## src/hdl/dpbm_pkg.sv

```systemverilog
// shared types and constants for the depth plane band marker
// no dependencies; imported by every module of the block
`default_nettype none

package dpbm_pkg;

    localparam int ADDR_W    = 5;
    localparam int QDEPTH    = 4;
    localparam int QPTR_W    = 2;
    localparam int QCNT_W    = 3;
    localparam logic [7:0] MARK_ADD = 8'd127;

    typedef enum logic [2:0] {
        REG_COEFF_U      = 3'd0,
        REG_COEFF_V      = 3'd1,
        REG_NORMAL_Z     = 3'd2,
        REG_PLANE_OFFSET = 3'd3,
        REG_CENTER_COL   = 3'd4,
        REG_CENTER_ROW   = 3'd5,
        REG_NEAR_BAND    = 3'd6,
        REG_MASK_MISSING = 3'd7
    } reg_idx_t;

    typedef enum logic [1:0] {
        CLS_PASS     = 2'd0,
        CLS_NO_DEPTH = 2'd1,
        CLS_MEASURE  = 2'd2
    } cls_t;

    typedef struct packed {
        logic        frame_start;
        logic [9:0]  col;
        logic [9:0]  row;
        logic [15:0] depth;
        logic [7:0]  blue;
        logic [7:0]  green;
        logic [7:0]  red;
    } pix_t;

    typedef struct packed {
        logic [7:0]  out_blue;
        logic [7:0]  out_green;
        logic [7:0]  out_red;
        logic        on_plane;
        logic [30:0] max_height;
        logic [9:0]  max_col;
        logic [9:0]  max_row;
    } res_t;

    typedef struct packed {
        logic [31:0] coeff_u;
        logic [31:0] coeff_v;
        logic [31:0] normal_z;
        logic [31:0] plane_offset;
        logic [13:0] center_col;
        logic [13:0] center_row;
        logic [30:0] near_band;
        logic        mask_missing;
    } cfg_t;

    typedef struct packed {
        logic        frame_start;
        logic [9:0]  col;
        logic [9:0]  row;
        logic [15:0] depth;
        logic [7:0]  blue;
        logic [7:0]  green;
        logic [7:0]  red;
        cls_t        cls;
    } meta_t;

    typedef struct packed {
        meta_t       meta;
        logic [46:0] pu;
        logic [46:0] pv;
    } qent_t;

endpackage

`default_nettype wire

```

## src/hdl/dpbm_regs.sv

```systemverilog
// configuration register file behind the apb port
// depends on dpbm_pkg
`default_nettype none

module dpbm_regs
    import dpbm_pkg::*;
(
    input  wire logic              clk,
    input  wire logic              rst_n,
    input  wire logic              psel,
    input  wire logic              penable,
    input  wire logic              pwrite,
    input  wire logic [ADDR_W-1:0] paddr,
    input  wire logic [31:0]       pwdata,
    output logic      [31:0]       prdata,
    output logic                   pready,
    output cfg_t                   cfg
);

    cfg_t     cfg_reg;
    cfg_t     cfg_next;
    reg_idx_t idx;
    logic     wr_en;

    assign idx    = reg_idx_t'(paddr[ADDR_W-1:2]);
    assign wr_en  = psel && penable && pwrite;
    assign pready = 1'b1;
    assign cfg    = cfg_reg;

    always_comb
    begin
        cfg_next = cfg_reg;
        if (wr_en)
        begin
            unique case (idx)
                REG_COEFF_U:      cfg_next.coeff_u      = pwdata;
                REG_COEFF_V:      cfg_next.coeff_v      = pwdata;
                REG_NORMAL_Z:     cfg_next.normal_z     = pwdata;
                REG_PLANE_OFFSET: cfg_next.plane_offset = pwdata;
                REG_CENTER_COL:   cfg_next.center_col   = pwdata[13:0];
                REG_CENTER_ROW:   cfg_next.center_row   = pwdata[13:0];
                REG_NEAR_BAND:    cfg_next.near_band    = pwdata[30:0];
                REG_MASK_MISSING: cfg_next.mask_missing = pwdata[0];
            endcase
        end
    end

    always_comb
    begin
        unique case (idx)
            REG_COEFF_U:      prdata = cfg_reg.coeff_u;
            REG_COEFF_V:      prdata = cfg_reg.coeff_v;
            REG_NORMAL_Z:     prdata = cfg_reg.normal_z;
            REG_PLANE_OFFSET: prdata = cfg_reg.plane_offset;
            REG_CENTER_COL:   prdata = 32'(cfg_reg.center_col);
            REG_CENTER_ROW:   prdata = 32'(cfg_reg.center_row);
            REG_NEAR_BAND:    prdata = 32'(cfg_reg.near_band);
            REG_MASK_MISSING: prdata = 32'(cfg_reg.mask_missing);
        endcase
    end

    always_ff @(posedge clk or negedge rst_n)
    begin
        if (!rst_n)
        begin
            cfg_reg.coeff_u      <= 32'd0;
            cfg_reg.coeff_v      <= 32'd0;
            cfg_reg.normal_z     <= 32'd1073741824;
            cfg_reg.plane_offset <= 32'd0;
            cfg_reg.center_col   <= 14'd5120;
            cfg_reg.center_row   <= 14'd3840;
            cfg_reg.near_band    <= 31'd0;
            cfg_reg.mask_missing <= 1'b0;
        end
        else
        begin
            cfg_reg <= cfg_next;
        end
    end

endmodule

`default_nettype wire

```

## config.mk

```make
export PLATFORM = sky130hd
export DESIGN_NAME = dpbm_regs
export DESIGN_NICKNAME = d
export VERILOG_FILES = /design/src/hdl/dpbm_pkg.sv /design/src/hdl/dpbm_regs.sv
export SDC_FILE = /design/constraint.sdc
export NUM_CORES = 1
export LEC_CHECK = 0
export ABC_AREA = 1
export BUFFER_PORTS_ARGS = -buffer_cell sky130_fd_sc_hd__buf_2
export CELL_PAD_IN_SITES_DETAIL_PLACEMENT = 1
export CELL_PAD_IN_SITES_GLOBAL_PLACEMENT = 1
export CORE_ASPECT_RATIO = 0.6
export CORE_MARGIN = 5
export CORE_UTILIZATION = 30
export DETAILED_ROUTE_END_ITERATION = 12
export PLACE_DENSITY_LB_ADDON = 0.2
export SYNTH_ARGS = -nofsm -noshare
export SYNTH_HDL_FRONTEND = slang
export SYNTH_SLANG_ARGS = --single-unit
```

## constraint.sdc

```tcl
create_clock -name clk -period 4.26 [get_ports clk]
set_clock_uncertainty 0.05 [all_clocks]
set_input_delay 1.065 -clock clk [delete_from_list [all_inputs] [get_ports clk]]
set_output_delay 1.065 -clock clk [all_outputs]
set_load 0.1 [all_outputs]
```

==> results of run 1 <==
[worst max-delay path by stage]
stage	start	end	cells past startpoint
2_1_floorplan	paddr[2]	prdata[0]	8
3_3_place_gp	paddr[3]	prdata[14]	9
3_5_place_dp	paddr[3]	prdata[27]	9
4_1_cts	paddr[3]	prdata[27]	9
5_1_grt	paddr[3]	prdata[26]	9
6_report	paddr[3]	prdata[27]	9
[area by class of cell]
cell class	count	area (um2)	area share, %
Inverter	82	310	2.78
Tap cell	375	469	4.21
Timing Repair Buffer	281	1810	16.2
Clock inverter	11	71.3	0.640
Multi-Input combinational cell	706	3320	29.8
Sequential cell	188	4710	42.3
Clock buffer	21	450	4.04
[layout by cell type, fill, tap and decap left out, types with 2 or more instances in the layout]
| master | n |
|---|---|
| sky130_fd_sc_hd__inv_2 | 3 |
| sky130_fd_sc_hd__nand3_1 | 29 |
| sky130_fd_sc_hd__nor2_1 | 135 |
| sky130_fd_sc_hd__nand4_1 | 63 |
| sky130_fd_sc_hd__dfrtp_1 | 181 |
| sky130_fd_sc_hd__a21oi_1 | 63 |
| sky130_fd_sc_hd__o21ai_1 | 32 |
| sky130_fd_sc_hd__o21ai_2 | 32 |
| sky130_fd_sc_hd__nand3_2 | 3 |
| sky130_fd_sc_hd__clkinvlp_4 | 2 |
| sky130_fd_sc_hd__buf_4 | 18 |
| sky130_fd_sc_hd__buf_12 | 23 |
| sky130_fd_sc_hd__o21ai_0 | 78 |
| sky130_fd_sc_hd__clkbuf_8 | 2 |
| sky130_fd_sc_hd__dfstp_2 | 7 |
| sky130_fd_sc_hd__nand2_4 | 2 |
| sky130_fd_sc_hd__buf_2 | 239 |
| sky130_fd_sc_hd__clkbuf_16 | 17 |
| sky130_fd_sc_hd__nand2_1 | 258 |
| sky130_fd_sc_hd__clkbuf_1 | 3 |
| sky130_fd_sc_hd__clkinv_2 | 6 |
| sky130_fd_sc_hd__inv_6 | 2 |
| sky130_fd_sc_hd__inv_1 | 77 |
| sky130_fd_sc_hd__nor2_4 | 5 |
[logic make-up (layout without fill, tap and decap cells)]
family	count (synthesis)	in the layout	share of synthesized area, %
flops	188	188	53.8
buf+inv	151	395	8.28
compound gates	205	205	13.1
simple gates	500	500	24.8
other cells	1	1	0.0428
[worst max-delay path, cell delays in order]
cell and delay, ns:
sky130_fd_sc_hd__buf_2 0.14, sky130_fd_sc_hd__inv_4 0.24, sky130_fd_sc_hd__nand3_4 0.27, sky130_fd_sc_hd__inv_2 0.51, sky130_fd_sc_hd__nand2_1 0.12, sky130_fd_sc_hd__nand2_1 0.09, sky130_fd_sc_hd__nor2_1 0.04, sky130_fd_sc_hd__nand2_1 0.13
sky130_fd_sc_hd__buf_12 0.19
[synth_stat cells (all sizes together)]
library cell / n
conb: 1
nor3: 2
clkbuf: 18
buf: 51
nand2: 261
or2: 1
nand3: 33
inv: 82
nor2: 140
a21oi: 63
nand4: 63
dfrtp: 181
dfstp: 7
o21ai: 142
[through the flow]
stage	hold WS [ns]	total power (W)	instances	utilization, %	worst slack, ns
after floorplan	0.668	0.00614	1045	-	0.498
after global placement	0.437	0.00702	1632	36.9	0.303
after detailed placement	0.442	0.00706	1632	36.9	0.289
after CTS	0.455	0.00858	1664	38.7	0.279
after global routing	0.470	0.00884	1664	38.7	0.204
final	0.457	0.00850	1664	38.7	0.330
[where the power goes]
group | total (W) | switching, W | internal (W)
Clock | 0.00149 | 0.000734 | 0.000760
Sequential | 0.00247 | 0.000301 | 0.00217
Combinational | 0.00454 | 0.00391 | 0.000625
[metal layers]
layer  up-vias  wire length, um  global-route usage [%]
met3        17             2420                    7.38
met5         -               13                       0
met1      3977            17300                    30.4
li1       3867                -                       -
met2       181            15000                    31.6
met4         2              253                    3.50
==> run summary, run 1 <==
================================================================================
Clock tree from TritonCTS .........................................        built
Number of top-level pins ..........................................          263
Clock slew at reported path FFs ...................................      0.07 ns
Number of flip-flops under the largest register name ..............          188
Kind of start point of the critical path .......................... primary input
Worst-case hold path end point .................................... cfg[106]$_DFFE_PN0P_
Synthesis-stage register bit count ................................          188
Number of instances in the synthesized netlist ....................         1045
Clock tree sinks ..................................................          188
Post-CTS repair timing setup buffer count .........................            0
Average instance area after synthesis .............................     8.39 um2
Sequential cell area fraction in the yosys report .................        53.8%
Clock root buffer ................................................. sky130_fd_sc_hd__clkbuf_16
Leakage power .....................................................      5.75 nW
Setup repair after global routing missed its margin ...............        false
Share of the clock period used by the worst path after layout .....        92.2%
Clk_lat worst skew ................................................      0.45 ns
DP Wirelength .....................................................     24700 um
Required time of the critical path ................................      3.14 ns
Maximum number of pins on one net before global-route repair ......           78
Area of the die ...................................................    32800 um2
TritonCTS buffer count ............................................           17
Antenna Violating Nets Remaining ..................................            0
# setup viols final ...............................................            0
Fin. Hold Viols ...................................................            0
Average wire per standard cell ....................................      21.0 um
Maximum clock frequency ...........................................      254 MHz
Detailed router's first-iteration violation count .................          436
DRC violations left ...............................................            0
Port buffer count .................................................          259
Vias ..............................................................         8044
Max-slew violation total from the final report ....................            0
Reg2reg start ..................................................... cfg[122]$_DFFE_PN1P_
Remaining global-route overflow ...................................            0
Wire length of the first global-routing pass ......................     52900 um
Vertical die dimension ............................................       142 um
Area of the core region ...........................................    28800 um2
Quantity of gates resized following cts ...........................            0
Final-layout setup total negative slack ...........................         0 ns
Avg Vias per Cell .................................................         4.83
Max-cap violations ................................................            0
Detailed-router iteration count before antenna repair .............            6
WS Path Type ......................................................       in2out
FP Rows ...........................................................           48
Horizontal die dimension ..........................................       231 um
Wirelength, routed ................................................     35000 um
Global-route usage over all layers ................................        21.2%
Reg-to-Reg End .................................................... cfg[122]$_DFFE_PN1P_
Time the final worst path needs with I/O delays and setup .........      3.93 ns
Fraction of final layout cells with drive strength greater than 1 .        28.5%
Level count of the clock H-tree ...................................            4
Number of antenna cells inserted ..................................            0
Outcome ........................................................... finished clean
Reg-to-reg setup timing slack .....................................      3.39 ns
Synth top area share ..............................................        51.7%
Antenna violations before repair ..................................            1
Launch instance of the worst min-delay path ....................... cfg[106]$_DFFE_PN0P_
Initial core utilization ..........................................        30.5%
Number of inserted filler cells in the final layout ...............         3456
Layout overhead on the synthesized area ...........................        27.2%
Synthesized netlist net count .....................................         1087
Cell taking the most area after synthesis ......................... sky130_fd_sc_hd__dfrtp_1
Count of unique library cells instantiated by Yosys ...............           27
Hold buffer count at CTS ..........................................            0
Maximum buffer depth of the clock tree ............................            2
Worst-Margin Slew .................................................     0.999 ns
Worst Setup End Kind .............................................. primary output
Cell Area, Placed .................................................    10600 um2
Largest fanout of any net on the critical path ....................           19
Area of all placed cells without fillers ..........................    11100 um2
Hold WC Path Type .................................................      reg2reg
Number of global-route vias before repair .........................         8259
Worst reg2reg path depth ..........................................            2
Slew headroom .....................................................        33.4%
Syn Std Cell Area .................................................     8760 um2
Endpoint arrival time on the critical path ........................      2.81 ns
Power Dens Cells ..................................................   763 nW/um2
Peak ir drop on the vdd network ...................................   0.000349 V
Cell depth of the worst min-delay path ............................            2
Nets ..............................................................         1318
Largest cells by area after synthesis ............................. sky130_fd_sc_hd__dfrtp_1 (52%), sky130_fd_sc_hd__nand2_1 (11%), sky130_fd_sc_hd__nor2_1 (5.8%), sky130_fd_sc_hd__nand4_1 (4.5%), sky130_fd_sc_hd__o21ai_0 (4.5%)
GPL Wtd Cong ......................................................        0.774
Count of yosys warnings during synthesis ..........................            0
================================================================================
No activity file was read; power rests on OpenSTA's default activity.
==> run 2, diff against run 1 <==
--- a/config.mk
+++ b/config.mk
@@ -11,7 +11,7 @@
 export CELL_PAD_IN_SITES_GLOBAL_PLACEMENT = 1
 export CORE_ASPECT_RATIO = 0.6
 export CORE_MARGIN = 5
-export CORE_UTILIZATION = 30
+export CORE_UTILIZATION = 41
 export DETAILED_ROUTE_END_ITERATION = 12
 export PLACE_DENSITY_LB_ADDON = 0.2
 export SYNTH_ARGS = -nofsm -noshare
==> run 2 against run 1 <==
Against the previous run:
- sequential share of layout area is 0.37 points lower
- clock power is 5% higher
- power is 2.1% higher
- non-clock buffer count is 3 lower
- global-route usage is 6.4 points higher
- flip-flop and latch count stayed put
- routed wire length is 4.2% lower
- cell count is 5.9% lower
- first-iteration DRC count is 9.6% higher
- worst hold slack worse by 0.017 ns
- register-to-register slack hardly changed
- critical path type unchanged
- largest cell class unchanged
==> run summary, run 2 (synthesized netlist as in run 1, its figures left out) <==
================================================================================
Maximum buffer depth of the clock tree ............................            2
Hold WC Path Type .................................................      reg2reg
Leakage power .....................................................      5.81 nW
Worst hold slack across all endpoints .............................     0.440 ns
WS Path Type ......................................................       in2out
Quantity of gates resized following cts ...........................            0
Endpoint arrival time on the critical path ........................      2.84 ns
Vertical die dimension ............................................       123 um
Share of the clock period used by the worst path after layout .....        92.7%
Clock root buffer ................................................. sky130_fd_sc_hd__clkbuf_16
Initial core utilization ..........................................        41.7%
Antenna Violating Nets Remaining ..................................            0
Worst Setup End Kind .............................................. primary output
Average wire per standard cell ....................................      21.4 um
Area of the die ...................................................    24500 um2
Fin. Hold Viols ...................................................            0
DP Wirelength .....................................................     23800 um
Part of the power in registers ....................................        28.6%
Slowest stage cell, crit path ..................................... sky130_fd_sc_hd__inv_2
Most used cells in the layout excluding fill and tap cells ........ sky130_fd_sc_hd__nand2_1 (258), sky130_fd_sc_hd__buf_2 (226), sky130_fd_sc_hd__dfrtp_1 (181)
Clock tree sinks ..................................................          188
Final-layout setup total negative slack ...........................         0 ns
Cell Area, Placed .................................................    10700 um2
Clock network fraction of total power .............................        18.1%
Hold buffer count at CTS ..........................................            0
Number of flip-flops under the largest register name ..............          188
Worst path buffer plus inverter count .............................            4
Area of the core region ...........................................    21000 um2
Avg Vias per Cell .................................................         5.36
Setup repair after global routing missed its margin ...............        false
Fraction of final layout cells with drive strength greater than 1 .        28.5%
Required time of the critical path ................................      3.14 ns
Max-cap violations ................................................            0
Worst-Margin Slew .................................................      1.12 ns
Ordered list of cells on the worst path ........................... buf_2, inv_4, nand3_4, inv_2, nand2_1, nand2_1, nor2_1, nand2_1, buf_12
Number of global-route vias before repair .........................         8593
Time the final worst path needs with I/O delays and setup .........      3.95 ns
Power consumption .................................................    0.00868 W
Antenna violations before repair ..................................            3
Maximum number of pins on one net before global-route repair ......           90
Level count of the clock H-tree ...................................            4
Post-CTS repair timing setup buffer count .........................            0
Clock slew at reported path FFs ...................................      0.07 ns
Switching power total .............................................    0.00496 W
Outcome ........................................................... finished clean
Detailed-router iteration count before antenna repair .............            4
Detailed router's first-iteration violation count .................          478
Slew headroom .....................................................        25.4%
Wire length of the first global-routing pass ......................     51300 um
Number of top-level pins ..........................................          263
Largest fanout of any net on the critical path ....................           19
Power Dens Cells ..................................................   772 nW/um2
Max-slew violation total from the final report ....................            0
Switching power as a share of total power .........................        57.1%
Delay of the slowest cell on the worst path .......................      0.48 ns
TritonCTS buffer count ............................................           17
Remaining global-route overflow ...................................            0
Wirelength, routed ................................................     33500 um
FP Rows ...........................................................           41
DRC violations left ...............................................            0
Port buffer count .................................................          259
# setup viols final ...............................................            0
Leading cell type in the layout, fill and taps excluded ........... sky130_fd_sc_hd__nand2_1
Global-route usage over all layers ................................        27.6%
Peak ir drop on the vdd network ...................................   0.000589 V
Cell class contributing the biggest share of worst-path delay ..... buffers and inverters
Kind of start point of the critical path .......................... primary input
Area of all placed cells without fillers ..........................    11200 um2
Clock tree from TritonCTS .........................................        built
Layout overhead on the synthesized area ...........................        28.3%
Combinational Power Share .........................................        53.3%
Number of inserted filler cells in the final layout ...............         2604
Worst path most repeated cell ..................................... sky130_fd_sc_hd__nand2_1
Horizontal die dimension ..........................................       199 um
Vias ..............................................................         8399
Int Power .........................................................    0.00372 W
GPL Wtd Cong ......................................................        0.842
Maximum clock frequency ...........................................      253 MHz
Clk_lat worst skew ................................................      0.43 ns
Nets ..............................................................         1315
================================================================================
[run 2: layer usage]
metal	GRT usage, %	vias up	wire [um]
met5	0	-	24
met4	6.23	4	393
met3	7.08	32	2640
met2	40.5	275	14600
met1	41.4	4225	15900
li1	-	3863	-
[run 2: power groups by stage]
stage,Clock (W),Sequential [W],Combinational [W]
after global routing,0.00167,0.00253,0.00478
after global placement,0,0.00249,0.00459
after floorplan,0,0.00522,0.000914
final,0.00157,0.00248,0.00463
after detailed placement,0,0.00250,0.00464
after CTS,0.00160,0.00248,0.00465
[run 2: final timing paths]
path	startpoint	slack (ns)	depth (start not counted)	end
max in group asynchronous	rst_n	2.61	2	cfg[122]$_DFFE_PN1P_
min reg2reg	cfg[122]$_DFFE_PN1P_	0.44	2	cfg[122]$_DFFE_PN1P_
max	paddr[3]	0.31	9	prdata[25]
max reg2reg	cfg[43]$_DFFE_PN1P_	3.38	2	cfg[43]$_DFFE_PN1P_
min in group asynchronous	rst_n	0.61	1	cfg[141]$_DFFE_PN0P_
min	cfg[122]$_DFFE_PN1P_	0.44	2	cfg[122]$_DFFE_PN1P_
[run 2: tightest hold or removal path, cell delays in order (launching register included)]
cell and delay (ns):
sky130_fd_sc_hd__dfstp_2 0.37, sky130_fd_sc_hd__nand2_1 0.07, sky130_fd_sc_hd__o21ai_2 0.05
[run 2: metrics by stage]
| stage | setup WS [ns] | utilization (%) | instances |
|---|---|---|---|
| detailed placement | 0.373 | 50.8 | 1533 |
| CTS | 0.312 | 53.4 | 1565 |
| finish | 0.309 | 53.5 | 1566 |
| global placement | 0.384 | 50.8 | 1533 |
| global route | 0.225 | 53.5 | 1566 |
| floorplan | 0.498 | - | 1045 |
[run 2: final cells by class]
type / instances / area (um2) / area share [%]
multi-input combinational: 706 / 3320 / 29.6
clock inverter: 11 / 93.8 / 0.835
inverter: 82 / 310 / 2.76
tap: 279 / 349 / 3.11
antenna: 1 / 2.50 / 0.0223
timing repair buffer: 278 / 1980 / 17.6
sequential: 188 / 4710 / 41.9
clock buffer: 21 / 470 / 4.18
==> run 3, diff against run 2 <==
--- a/config.mk
+++ b/config.mk
@@ -11,9 +11,10 @@
 export CELL_PAD_IN_SITES_GLOBAL_PLACEMENT = 1
 export CORE_ASPECT_RATIO = 0.6
 export CORE_MARGIN = 5
-export CORE_UTILIZATION = 41
+export CORE_UTILIZATION = 34
 export DETAILED_ROUTE_END_ITERATION = 12
 export PLACE_DENSITY_LB_ADDON = 0.2
+export SETUP_SLACK_MARGIN = 0.2
 export SYNTH_ARGS = -nofsm -noshare
 export SYNTH_HDL_FRONTEND = slang
 export SYNTH_SLANG_ARGS = --single-unit
==> constraint.sdc (replaced) <==
create_clock -name clk -period 3.5 [get_ports clk]
set_clock_uncertainty 0.05 [all_clocks]
set_input_delay 0.875 -clock clk [delete_from_list [all_inputs] [get_ports clk]]
set_output_delay 0.875 -clock clk [all_outputs]
set_load 0.1 [all_outputs]
==> run 3 against run 2 <==
Against the previous run:
- non-clock buffer count up 9
- critical path depth down 1
- design area up 2.5%
- power up 22%
- largest cell class unchanged
- flip-flop and latch count unchanged
- combinational power up 22%
- register-to-register slack worse by 0.74 ns
- routed wire length down 0.36%
==> run summary, run 3 (synthesized netlist as in run 1, its figures left out) <==
================================================================================
Hold buffer count at CTS ..........................................            0
Area of the core region ...........................................    25300 um2
Worst Setup End Kind .............................................. primary output
Average wire per standard cell ....................................      20.6 um
Detailed-router iteration count before antenna repair .............            5
Fin. Hold Viols ...................................................            0
Remaining global-route overflow ...................................            0
Vias ..............................................................         8266
Clock tree from TritonCTS .........................................        built
DP Wirelength .....................................................     23500 um
Port buffer count .................................................          259
Worst reg2reg path depth ..........................................            2
Fraction of final layout cells with drive strength greater than 1 .        30.8%
Level count of the clock H-tree ...................................            4
Maximum buffer depth of the clock tree ............................            2
Detailed router's first-iteration violation count .................          432
Reg2reg start ..................................................... cfg[42]$_DFFE_PN1P_
Number of top-level pins ..........................................          263
Most used cells in the layout excluding fill and tap cells ........ sky130_fd_sc_hd__nand2_1 (246), sky130_fd_sc_hd__buf_2 (225), sky130_fd_sc_hd__dfrtp_1 (181)
Max-slew violation total from the final report ....................            0
FP Rows ...........................................................           45
WS Path Type ......................................................       in2out
Final-layout setup total negative slack ...........................         0 ns
Clock slew at reported path FFs ...................................      0.06 ns
Required time of the critical path ................................      2.57 ns
Initial core utilization ..........................................        34.6%
Outcome ........................................................... finished clean
# setup viols final ...............................................            0
Time the final worst path needs with I/O delays and setup .........      3.22 ns
Number of inserted filler cells in the final layout ...............         3061
Reg-to-Reg End .................................................... cfg[42]$_DFFE_PN1P_
Antenna violations before repair ..................................            1
Clk_lat worst skew ................................................      0.45 ns
Antenna Violating Nets Remaining ..................................            0
Clock root buffer ................................................. sky130_fd_sc_hd__clkbuf_16
Wire length of the first global-routing pass ......................     51300 um
Horizontal die dimension ..........................................       217 um
Endpoint arrival time on the critical path ........................      2.30 ns
Power Dens Cells ..................................................   920 nW/um2
Worst-Margin Slew .................................................      1.00 ns
Reg-to-reg setup timing slack .....................................      2.64 ns
Number of antenna cells inserted ..................................            0
Setup repair after global routing missed its margin ...............        false
Layout overhead on the synthesized area ...........................        31.6%
Vertical die dimension ............................................       134 um
Number of global-route vias before repair .........................         8444
Leakage power .....................................................      5.94 nW
Share of the clock period used by the worst path after layout .....        92.1%
Nets ..............................................................         1324
Leading cell type in the layout, fill and taps excluded ........... sky130_fd_sc_hd__nand2_1
Largest fanout of any net on the critical path ....................           21
Combined area of the multi-input logic cells ......................     3420 um2
Capture point of the worst path ...................................   prdata[28]
Clock tree sinks ..................................................          188
Post-CTS repair timing setup buffer count .........................            0
Avg Vias per Cell .................................................         5.09
DRC violations left ...............................................            0
Maximum clock frequency ...........................................      310 MHz
Area of the die ...................................................    29200 um2
GPL Wtd Cong ......................................................        0.795
Maximum number of pins on one net before global-route repair ......           83
Number of flip-flops under the largest register name ..............          188
TritonCTS buffer count ............................................           17
Worst Setup SP ....................................................     paddr[4]
Global-route usage over all layers ................................        23.0%
Power consumption .................................................     0.0106 W
Max-cap violations ................................................            0
Area of all placed cells without fillers ..........................    11500 um2
Peak ir drop on the vdd network ...................................   0.000408 V
Cell Area, Placed .................................................    10900 um2
Wirelength, routed ................................................     33400 um
Slew headroom .....................................................        33.4%
Kind of start point of the critical path .......................... primary input
Hold WC Path Type .................................................     in2async
Register area .....................................................     4710 um2
================================================================================
## run 3: cell types whose count changed in the layout (fill, tap and decap cells not counted), moves of 2 or more
cell / change
sky130_fd_sc_hd__buf_4: +6
sky130_fd_sc_hd__clkbuf_1: +2
sky130_fd_sc_hd__buf_12: +3
sky130_fd_sc_hd__nand2_1: -12
sky130_fd_sc_hd__clkinv_2: -3
sky130_fd_sc_hd__clkinvlp_4: -3
sky130_fd_sc_hd__o21ai_1: +3
sky130_fd_sc_hd__nand3_2: +14
sky130_fd_sc_hd__nand2_2: +12
sky130_fd_sc_hd__nand3_1: -14
sky130_fd_sc_hd__clkbuf_8: +3
sky130_fd_sc_hd__o21ai_0: -3
## run 3: area by class of cell
type                    count  area share (%)
clock buffers              26            4.50
inverters                  82            2.76
clock inverters             5           0.488
multi-input cells         706            29.7
flip-flops and latches    188            40.9
repair buffers            287            18.1
well taps                 329            3.57
## run 3: layer usage
layer	part of all wire, %	GRT usage (%)
met5	0.045	0
met4	0.59	3.82
met3	6.5	6.79
met2	44	34.7
met1	49	33.3
## run 3: critical path, cell delays in order
cell,delay (ns)
sky130_fd_sc_hd__buf_2,0.12
sky130_fd_sc_hd__buf_4,0.22
sky130_fd_sc_hd__nand3_2,0.11
sky130_fd_sc_hd__buf_4,0.35
sky130_fd_sc_hd__o21ai_1,0.14
sky130_fd_sc_hd__nor2_1,0.19
sky130_fd_sc_hd__nand2_2,0.10
sky130_fd_sc_hd__buf_12,0.17
## run 3: worst min-delay path by stage
stage / endpoint / depth (start not counted) / slack [ns] / startpoint
after detailed placement: cfg[116]$_DFFE_PN0P_ / 2 / 0.44 / cfg[116]$_DFFE_PN0P_
after global routing: cfg[17]$_DFFE_PN0P_ / 1 / 0.48 / rst_n
after CTS: cfg[17]$_DFFE_PN0P_ / 1 / 0.45 / rst_n
final: cfg[17]$_DFFE_PN0P_ / 1 / 0.44 / rst_n
after global placement: cfg[104]$_DFFE_PN0P_ / 2 / 0.44 / cfg[104]$_DFFE_PN0P_
after floorplan: cfg[0]$_DFFE_PN0P_ / 0 / 0.53 / rst_n
## run 3: what timing repair did
item                                    in CTS  in global routing
endpoints found under the setup margin       1                  4
cloned                                       0                  0
gates resized for setup                      1                  4
## run 3: metrics by stage
step | utilization [%] | worst slack (ns) | std cells | hold slack [ns]
floorplan | - | 0.158 | 1045 | 0.529
global placement | 43.2 | 0.258 | 1592 | 0.438
detailed placement | 43.2 | 0.153 | 1592 | 0.442
CTS | 45.5 | 0.230 | 1623 | 0.452
global route | 45.5 | 0.221 | 1623 | 0.482
finish | 45.5 | 0.277 | 1623 | 0.435
## run 3: report_power, final
group / total, W / switching, W / internal (W)
sequential: 0.00302 / 0.000371 / 0.00265
combinational: 0.00563 / 0.00476 / 0.000876
clock: 0.00195 / 0.000862 / 0.00109
